### config.mk
export PLATFORM = sky130hd
export DESIGN_NAME = piecewise_linear_curve
export DESIGN_NICKNAME = d
export VERILOG_FILES = /design/src/plc_pkg.sv /design/src/plc_select.sv /design/src/plc_div_cell.sv /design/src/piecewise_linear_curve.sv
export VERILOG_INCLUDE_DIRS = /design/src /design/src/src
export SDC_FILE = /design/constraint.sdc
export NUM_CORES = 2
export LEC_CHECK = 0
export BUFFER_PORTS_ARGS = -buffer_cell sky130_fd_sc_hd__clkbuf_2
export CORE_ASPECT_RATIO = 0.75
export CORE_MARGIN = 10
export CORE_UTILIZATION = 64
export CTS_CLUSTER_SIZE = 16
export DETAILED_ROUTE_END_ITERATION = 12
export PLACE_DENSITY = 0.82
export SETUP_SLACK_MARGIN = 0.5
export SKIP_CTS_REPAIR_TIMING = 1
export SLEW_MARGIN = 20
export SYNTH_ARGS = -nofsm -noshare
export SYNTH_HDL_FRONTEND = slang
export SYNTH_SLANG_ARGS = --single-unit
export TNS_END_PERCENT = 100
### constraint.sdc
create_clock -name clk_i -period 7.6 [get_ports clk_i]
set_input_delay 0.38 -clock clk_i [delete_from_list [all_inputs] [get_ports clk_i]]
set_output_delay 0.38 -clock clk_i [all_outputs]
set_load 0.01 [all_outputs]
### src/piecewise_linear_curve_macros.svh
// ----------------------------------------------------------------------------
// Assertion macros for the piecewise linear curve block
// Clocked, reset-qualified implication checks used by the top level.
// ----------------------------------------------------------------------------
`ifndef PIECEWISE_LINEAR_CURVE_MACROS_SVH
`define PIECEWISE_LINEAR_CURVE_MACROS_SVH

// same-cycle implication, sampled on clk_i, off while rst_ni is low
`define PLC_ASSERT_IMP(label, ante, cons) \
  label: assert property (@(posedge clk_i) disable iff (!rst_ni) (ante) |-> (cons)) \
    else $error("plc assertion failed");

// next-cycle implication, sampled on clk_i, off while rst_ni is low
`define PLC_ASSERT_NEXT(label, ante, cons) \
  label: assert property (@(posedge clk_i) disable iff (!rst_ni) (ante) |=> (cons)) \
    else $error("plc assertion failed");

`endif

### src/plc_pkg.sv
// ----------------------------------------------------------------------------
// plc_pkg
// Shared types and constants of the piecewise linear curve block.
// ----------------------------------------------------------------------------
`timescale 1ns / 1ps

package plc_pkg;

  localparam int DataW      = 16;            // Q8.8 sample and level width
  localparam int PointsDef  = 4;             // default breakpoint count
  localparam int PointsMax  = 4;             // register map holds four of each
  localparam int CfgIdxW    = 3;             // eight registers
  localparam int DivSteps   = DataW;         // one quotient bit per cell
  localparam int ResetStep  = 256;           // reset breakpoints/levels: j * 1.0

  // register indexes
  localparam logic [CfgIdxW-1:0] REG_BREAK_0 = 3'd0;
  localparam logic [CfgIdxW-1:0] REG_LEVEL_0 = 3'd4;

  typedef logic signed [DataW-1:0] q88_t;

  // segment select result
  typedef struct packed {
    logic             valid;
    logic [DataW-1:0] span;      // sample - left breakpoint
    logic [DataW-1:0] mag;       // |level difference|
    logic [DataW-1:0] divisor;   // breakpoint difference, 1 for flat output
    logic             neg;       // level difference is negative
    q88_t             base;      // left level
  } sel_beat_t;

  // beat moving along the divider chain
  typedef struct packed {
    logic             valid;
    logic [DataW-1:0] rem;       // partial remainder, always below divisor
    logic [DataW-1:0] low;       // dividend bits not yet consumed, MSB first
    logic [DataW-1:0] quo;       // quotient bits produced so far
    logic [DataW-1:0] divisor;
    logic             neg;
    q88_t             base;
  } div_beat_t;

endpackage

### src/plc_select.sv
// ----------------------------------------------------------------------------
// plc_select
// Finds the enclosing segment and forms span, slope terms and base level.
// ----------------------------------------------------------------------------
`timescale 1ns / 1ps

module plc_select #(
  parameter int POINTS = plc_pkg::PointsDef
) (
  input  logic                clk_i,
  input  logic                rst_ni,
  input  logic                valid_i,
  input  plc_pkg::q88_t       sample_i,
  input  plc_pkg::q88_t       brk_i [POINTS],
  input  plc_pkg::q88_t       lvl_i [POINTS],
  output plc_pkg::sel_beat_t  sel_o
);

  localparam int W = plc_pkg::DataW;

  plc_pkg::sel_beat_t sel_d, sel_q;
  plc_pkg::q88_t      bl, br, ll, lr;
  logic               below, hit;
  logic signed [W:0]  dx, dy, dy_neg, sx;

  always_comb begin
    hit = 1'b0;
    bl  = brk_i[0];
    br  = brk_i[0];
    ll  = lvl_i[0];
    lr  = lvl_i[0];
    // walk down so the lowest matching segment wins
    for (int j = POINTS - 1; j >= 1; j--) begin
      if (sample_i >= brk_i[j-1] && sample_i <= brk_i[j]) begin
        hit = 1'b1;
        bl  = brk_i[j-1];
        br  = brk_i[j];
        ll  = lvl_i[j-1];
        lr  = lvl_i[j];
      end
    end
    below  = (sample_i <= brk_i[0]);
    dx     = {br[W-1], br} - {bl[W-1], bl};
    sx     = {sample_i[W-1], sample_i} - {bl[W-1], bl};
    dy     = {lr[W-1], lr} - {ll[W-1], ll};
    dy_neg = -dy;

    // flat output: zero span over a divisor of one
    sel_d.valid   = valid_i;
    sel_d.span    = '0;
    sel_d.mag     = '0;
    sel_d.divisor = W'(1);
    sel_d.neg     = 1'b0;
    sel_d.base    = lvl_i[POINTS-1];
    if (below) begin
      sel_d.base = lvl_i[0];
    end else if (hit) begin
      sel_d.base = ll;
      if (dx != '0) begin
        sel_d.span    = sx[W-1:0];
        sel_d.divisor = dx[W-1:0];
        sel_d.neg     = dy[W];
        sel_d.mag     = dy[W] ? dy_neg[W-1:0] : dy[W-1:0];
      end
    end
  end

  always_ff @(posedge clk_i or negedge rst_ni) begin
    if (!rst_ni) begin
      sel_q <= '0;
    end else begin
      sel_q <= sel_d;
    end
  end

  assign sel_o = sel_q;

endmodule

### src/plc_div_cell.sv
// ----------------------------------------------------------------------------
// plc_div_cell
// One restoring division step: brings down a dividend bit, emits a quotient bit.
// ----------------------------------------------------------------------------
`timescale 1ns / 1ps

module plc_div_cell (
  input  logic                clk_i,
  input  logic                rst_ni,
  input  plc_pkg::div_beat_t  beat_i,
  output plc_pkg::div_beat_t  beat_o
);

  localparam int W = plc_pkg::DataW;

  plc_pkg::div_beat_t beat_d, beat_q;
  logic [W:0]         trial, diff;
  logic               fits;

  always_comb begin
    trial  = {beat_i.rem, beat_i.low[W-1]};
    diff   = trial - {1'b0, beat_i.divisor};
    fits   = (trial >= {1'b0, beat_i.divisor});
    beat_d = beat_i;
    beat_d.rem = fits ? diff[W-1:0] : trial[W-1:0];
    beat_d.low = {beat_i.low[W-2:0], 1'b0};
    beat_d.quo = {beat_i.quo[W-2:0], fits};
  end

  always_ff @(posedge clk_i or negedge rst_ni) begin
    if (!rst_ni) begin
      beat_q <= '0;
    end else begin
      beat_q <= beat_d;
    end
  end

  assign beat_o = beat_q;

endmodule

### src/piecewise_linear_curve.sv
// ----------------------------------------------------------------------------
// piecewise_linear_curve
// Maps a signed Q8.8 sample through a configurable breakpoint curve.
// ----------------------------------------------------------------------------
// Usage: pulse start_i with sample_in_i; a new sample may be issued on every
// clock, busy_o never goes high. Each sample yields exactly one beat on
// curve_out_o, marked by a one-cycle done_o strobe, in issue order. The
// receiver cannot stall: capture curve_out_o whenever done_o is high.
// Throughput is one sample per cycle. The divider is a chain of 16 cells
// that each resolve one quotient bit. Pipeline: segment select, 16x16
// multiply, 16 divider cells, final add. Breakpoints and levels are written
// through cfg_we_i / cfg_idx_i / cfg_data_i (index 0..3 breakpoints, 4..7
// levels); write them only while no sample is in flight. Entries at or
// beyond POINTS in either bank are dropped.
// ----------------------------------------------------------------------------
`timescale 1ns / 1ps
`include "piecewise_linear_curve_macros.svh"

module piecewise_linear_curve #(
  parameter int POINTS = plc_pkg::PointsDef   // 2..4
) (
  input  logic                         clk_i,
  input  logic                         rst_ni,
  // sample command
  input  logic                         start_i,
  output logic                         busy_o,
  input  logic signed [plc_pkg::DataW-1:0] sample_in_i,
  // result
  output logic                         done_o,
  output logic signed [plc_pkg::DataW-1:0] curve_out_o,
  // configuration write port
  input  logic                         cfg_we_i,
  input  logic [plc_pkg::CfgIdxW-1:0]  cfg_idx_i,
  input  logic [plc_pkg::DataW-1:0]    cfg_data_i
);

  localparam int W       = plc_pkg::DataW;
  localparam int Steps   = plc_pkg::DivSteps;
  localparam int Latency = Steps + 3;

  // --------------------------------------------------------------------------
  // Configuration registers: only the breakpoints and levels in use are kept.
  // --------------------------------------------------------------------------
  plc_pkg::q88_t brk_q [POINTS];
  plc_pkg::q88_t lvl_q [POINTS];

  always_ff @(posedge clk_i or negedge rst_ni) begin
    if (!rst_ni) begin
      for (int j = 0; j < POINTS; j++) begin
        brk_q[j] <= plc_pkg::q88_t'(j * plc_pkg::ResetStep);
        lvl_q[j] <= plc_pkg::q88_t'(j * plc_pkg::ResetStep);
      end
    end else if (cfg_we_i) begin
      for (int j = 0; j < POINTS; j++) begin
        if (cfg_idx_i == plc_pkg::REG_BREAK_0 + plc_pkg::CfgIdxW'(j)) begin
          brk_q[j] <= cfg_data_i;
        end
        if (cfg_idx_i == plc_pkg::REG_LEVEL_0 + plc_pkg::CfgIdxW'(j)) begin
          lvl_q[j] <= cfg_data_i;
        end
      end
    end
  end

  // fully pipelined, so a new sample is always taken
  assign busy_o = 1'b0;

  logic accept;
  assign accept = start_i && !busy_o;

  // --------------------------------------------------------------------------
  // Stage 1: segment select
  // --------------------------------------------------------------------------
  plc_pkg::sel_beat_t sel;

  plc_select #(
    .POINTS (POINTS)
  ) u_select (
    .clk_i    (clk_i),
    .rst_ni   (rst_ni),
    .valid_i  (accept),
    .sample_i (sample_in_i),
    .brk_i    (brk_q),
    .lvl_i    (lvl_q),
    .sel_o    (sel)
  );

  // --------------------------------------------------------------------------
  // Stage 2: span * |dy|. The product is below divisor << W since span never
  // exceeds the divisor, so its upper half is a valid starting remainder.
  // --------------------------------------------------------------------------
  plc_pkg::div_beat_t chain [Steps+1];
  plc_pkg::div_beat_t mul_q;
  logic [2*W-1:0]     prod;

  assign prod = sel.span * sel.mag;

  always_ff @(posedge clk_i or negedge rst_ni) begin
    if (!rst_ni) begin
      mul_q <= '0;
    end else begin
      mul_q.valid   <= sel.valid;
      mul_q.rem     <= prod[2*W-1:W];
      mul_q.low     <= prod[W-1:0];
      mul_q.quo     <= '0;
      mul_q.divisor <= sel.divisor;
      mul_q.neg     <= sel.neg;
      mul_q.base    <= sel.base;
    end
  end

  assign chain[0] = mul_q;

  // --------------------------------------------------------------------------
  // Divider: a row of cells, one quotient bit each, MSB first.
  // --------------------------------------------------------------------------
  for (genvar i = 0; i < Steps; i++) begin : g_div
    plc_div_cell u_cell (
      .clk_i  (clk_i),
      .rst_ni (rst_ni),
      .beat_i (chain[i]),
      .beat_o (chain[i+1])
    );
  end

  // --------------------------------------------------------------------------
  // Final stage: apply sign (truncation toward zero) and add the left level.
  // The sum lies between two levels, so 16 bits suffice.
  // --------------------------------------------------------------------------
  plc_pkg::div_beat_t fin;
  logic [W:0]         inc;
  logic               done_q;
  plc_pkg::q88_t      curve_q, curve_d;

  assign fin     = chain[Steps];
  assign inc     = fin.neg ? -{1'b0, fin.quo} : {1'b0, fin.quo};
  assign curve_d = fin.base + inc[W-1:0];

  always_ff @(posedge clk_i or negedge rst_ni) begin
    if (!rst_ni) begin
      done_q <= 1'b0;
    end else begin
      done_q <= fin.valid;
    end
  end

  always_ff @(posedge clk_i) begin
    curve_q <= curve_d;
  end

  assign done_o      = done_q;
  assign curve_out_o = curve_q;

  // --------------------------------------------------------------------------
  // Checks
  // --------------------------------------------------------------------------
  // every result beat traces back to an earlier accepted sample
  `PLC_ASSERT_IMP(a_done_has_start, done_o, $past(accept, Latency))
  // multiplier output is a legal starting remainder
  `PLC_ASSERT_IMP(a_div_entry_rem, chain[0].valid, chain[0].rem < chain[0].divisor)
  // remainder stays in range through the whole chain
  `PLC_ASSERT_IMP(a_div_exit_rem, fin.valid, fin.rem < fin.divisor)
  // divider never sees a zero divisor
  `PLC_ASSERT_NEXT(a_sel_divisor, sel.valid, mul_q.divisor != '0)

endmodule

==> impl_metrics.json <==
{
  "min_delay_worst_endpoint": "brk_q[40]",
  "ir_drop_mv": 0.557,
  "layout.nets": 6440,
  "post_synth_inst_count": 5617,
  "end_kind": "register",
  "final_worst_path_period_need_ns": 6.88,
  "synth.avg_cell_area_um2": 11.1,
  "via_count": 41100,
  "via_per_inst": 5.78,
  "yosys_register_bits": 1301,
  "grt_overflow_total": 0,
  "reg2reg_to": "chain[1392]",
  "netlist_area_um2": 62500,
  "synthToLayoutAreaGrowth_pct": 9.50,
  "worst_setup_path_start_kind": "register",
  "antennaDiodeCount": 0,
  "worstSetupPathType": "register to register",
  "detail_route.first_pass.iterations": 6,
  "power_density_nw_per_um2": 500,
  "final_max_slew_viol_count": 0,
  "number_of_antenna_violations_at_the_first_check_in_global_routing": 1,
  "post_dp_cell_area_um2": 64300,
  "relSlewSlack": 0.267,
  "die_h_um": 291,
  "clock_root_cell": "sky130_fd_sc_hd__clkbuf_16",
  "p_int_uw": 19800,
  "crit_path_frequent_cell": "sky130_fd_sc_hd__fa_1",
  "combinationalPowerShare": 0.492,
  "critical_path.slowest_cell": "sky130_fd_sc_hd__dfrtp_1",
  "setup_tns_ns": 0,
  "cts-buffers-inserted": 114,
  "finalHoldViolations": 0,
  "power.switching_uw": 14400,
  "synth_async_sr_flop_share": 0.988,
  "core_area_um2": 97100,
  "status": "finished clean",
  "library_cell_occupying_the_most_area_in_the_post_synthesis_netlist": "sky130_fd_sc_hd__dfrtp_1",
  "critPathMaxStageDelay_ns": 0.78,
  "hold_path_class": "input pin to register",
  "cts-root-to-sink-buffers": 3,
  "fraction_of_layout_cells_with_a_size_suffix_above_1": 0.0851,
  "grt_use_total": 0.268,
  "fill_cells": 6568,
  "yosys.area.top_type_share": 0.511,
  "cap_viol_max_count": 0,
  "route.detailed.wl_per_inst_um": 20.9,
  "timing.critical_path.arrival_ns": 7.49,
  "synth_most_common_cell": "sky130_fd_sc_hd__dfrtp_1",
  "placement_row_count": 99,
  "finalCritPeriodShare": 0.905,
  "grt_first_pass_wirelength_mm": 236,
  "die_w_um": 381,
  "cp.required_ns": 8.21,
  "rsz0062_at_grt": "no",
  "worst_hold_path.num_cells": 3,
  "place_congestion": 0.938,
  "stdcell_area_um2": 68400,
  "setup-violations-final": 0,
  "pin_count_of_the_biggest_net_entering_global_routing": 191,
  "reg2reg_setup_slack_ns": 0.72,
  "drc_violations_left": 0,
  "critical_path.top_delay_family": "adder cells",
  "dominantRegCellSynth": "sky130_fd_sc_hd__dfrtp_1",
  "worstSkewPairLatency_ns": 0.76,
  "synth_edf_count": 0,
  "die_area_um2": 111000,
  "floorplan.initialDensity": 0.644,
  "first_iter_violations": 3774,
  "synth_seq_area_share": 0.520,
  "synth_top_cells_by_area": "sky130_fd_sc_hd__dfrtp_1 51%, sky130_fd_sc_hd__ha_1 9.7%, sky130_fd_sc_hd__fa_1 6.8%",
  "worstHoldStart": "cfg_data_i[8]",
  "synth_fp_nets": 6355,
  "switching_share": 0.422,
  "port-buffer-count": 55,
  "path_cells": "nand2_1 > fa_1 > inv_1 > fa_1 > inv_1 > fa_1 > fa_1 > fa_1 > inv_1 > fa_1 > ha_1 > a21o_1 > a21o_1 > a21oi_1 > nor2b_1 > o21a_1 > o21a_1 > o21a_1 > a41oi_1 > a211oi_1 > a221o_1 > a21o_1 > a21oi_1 > xnor2_1",
  "place.detailed.hpwl_mm": 106,
  "ys_top_cells_by_count": "1,277 x sky130_fd_sc_hd__dfrtp_1, 729 x sky130_fd_sc_hd__inv_1, 486 x sky130_fd_sc_hd__ha_1, 413 x sky130_fd_sc_hd__nand2_1, 405 x sky130_fd_sc_hd__a21oi_1",
  "tritoncts_sinks": 1301,
  "boundaryPins": 57,
  "buffering_stage_count_on_the_worst_path_with_inverters_included": 3,
  "seq_power_share": 0.332,
  "routed_wirelength_mm": 149,
  "final_core_util": 0.705,
  "finClkSkew_ns": 0.0678,
  "report.power.total_uw": 34200,
  "worst_setup_hold_path_clk_slew_ns": 0.06,
  "synth.distinct_cells": 76,
  "cts_max_level": 3,
  "rr_startpoint": "u_select.sel_o[61]",
  "hold_slack_ns": 0.0306,
  "drtAntennaViolNets": 0,
  "fmaxAchievable_ghz": 0.145,
  "worst-path-max-fanout": 16,
  "share_clk_of_total_power": 0.175,
  "power.static_leakage_uw": 0.0323,
  "cell_depth_of_the_worst_flop_to_flop_path": 24,
  "tritoncts": "yes",
  "yosys_warnings": 0,
  "via_count_of_the_first_global_routing_pass": 42468,
  "worstMarginPinSlew_ns": 1.10
}
## stage by stage
| step | worst slack (ns) | std cells |
|---|---|---|
| floorplan | 1.08 | 5617 |
| global placement | 0.645 | 6886 |
| detailed placement | 0.477 | 6886 |
| CTS | 0.552 | 7092 |
| global route | 0.456 | 7105 |
| finish | 0.724 | 7105 |
## power by group through the flow
stage	Sequential [uW]	Clock (uW)	Combinational, uW
after floorplan	10500	0	12200
after global placement	11300	0	15400
after detailed placement	11400	0	16000
after CTS	11400	6090	16400
after global routing	11600	6370	18500
final	11400	6000	16800
## registers in the layout, indices dropped and copies added (netlist names)
signal / flops
lvl_q: 64
curve_out_o: 16
g_div.u_cell.beat_o: 1024
done_o: 1
u_select.sel_o: 66
brk_q: 64
chain: 66
## kinds of logic after synthesis
logic type               after synthesis  synth area share
adder cells (fa/ha/maj)              703             0.166
XOR/XNOR                             265            0.0371
multiplexers                         167            0.0294
AO/OA/AOI/OAI                       1064             0.101
buffers and inverters                869            0.0526
other                                  1         0.0000600
flip-flops                          1301             0.520
AND/OR/NAND/NOR                     1247            0.0941
## worst register-to-register path: cells and delay by family, from the launching register on
family,cells,cell delay [ns]
adder cells (fa/ha/maj),7,3.36
buffers and inverters,3,0.16
AND/OR/NAND/NOR,2,0.23
AO/OA/AOI/OAI,11,2.15
flip-flops,1,0.78
XOR/XNOR,1,0.13
## worst max-delay path by stage
stage / start / depth (start not counted) / to
finish: u_select.sel_o[61] / 24 / chain[1392]
global route: brk_q[47] / 28 / u_select.sel_o[40]
CTS: brk_q[63] / 29 / u_select.sel_o[40]
detailed placement: sample_in_i[15] / 29 / u_select.sel_o[40]
global placement: sample_in_i[15] / 28 / u_select.sel_o[53]
floorplan: brk_q[40] / 29 / u_select.sel_o[16]
## area by class of cell
| cell class | count | area (um2) | share of cell area |
|---|---|---|---|
| Sequential cell | 1301 | 32500 | 0.475 |
| Clock buffer | 155 | 3180 | 0.0464 |
| Multi-Input combinational cell | 3448 | 26900 | 0.393 |
| Inverter | 729 | 2740 | 0.0400 |
| Tap cell | 1313 | 1640 | 0.0240 |
| Timing Repair Buffer | 108 | 795 | 0.0116 |
| Clock inverter | 51 | 707 | 0.0103 |
## cell usage in the layout (no fill, tap or decap), drive strengths merged, types with 15 or more instances in the layout
master,count
a21oi,406
clkbuf,209
inv,733
xnor2,211
ha,486
o41ai,17
a21o,59
a21boi,60
buf,52
nand4,77
mux2i,36
or3,40
a211oi,41
clkinv,30
fa,213
mux2,131
nor2,367
nand2,413
o31a,17
nand3,38
o22ai,35
o21ai,319
dfxtp,16
o21a,27
nor2b,66
xor2,54
dfrtp,1277
o221a,15
o21bai,22
nand2b,68
nor3,26
and2,98
## routing by layer
layer  part of all wire  up-vias  wire (um)  track usage
li1                   -    18715          -            -
met1               0.42    20523      62000        0.362
met2               0.47     1513      70600        0.437
met3              0.068      349      10100       0.0472
met4              0.041        0       6020       0.0976
met5                  0        -          0            0
Power figures use the tool's default switching activity.
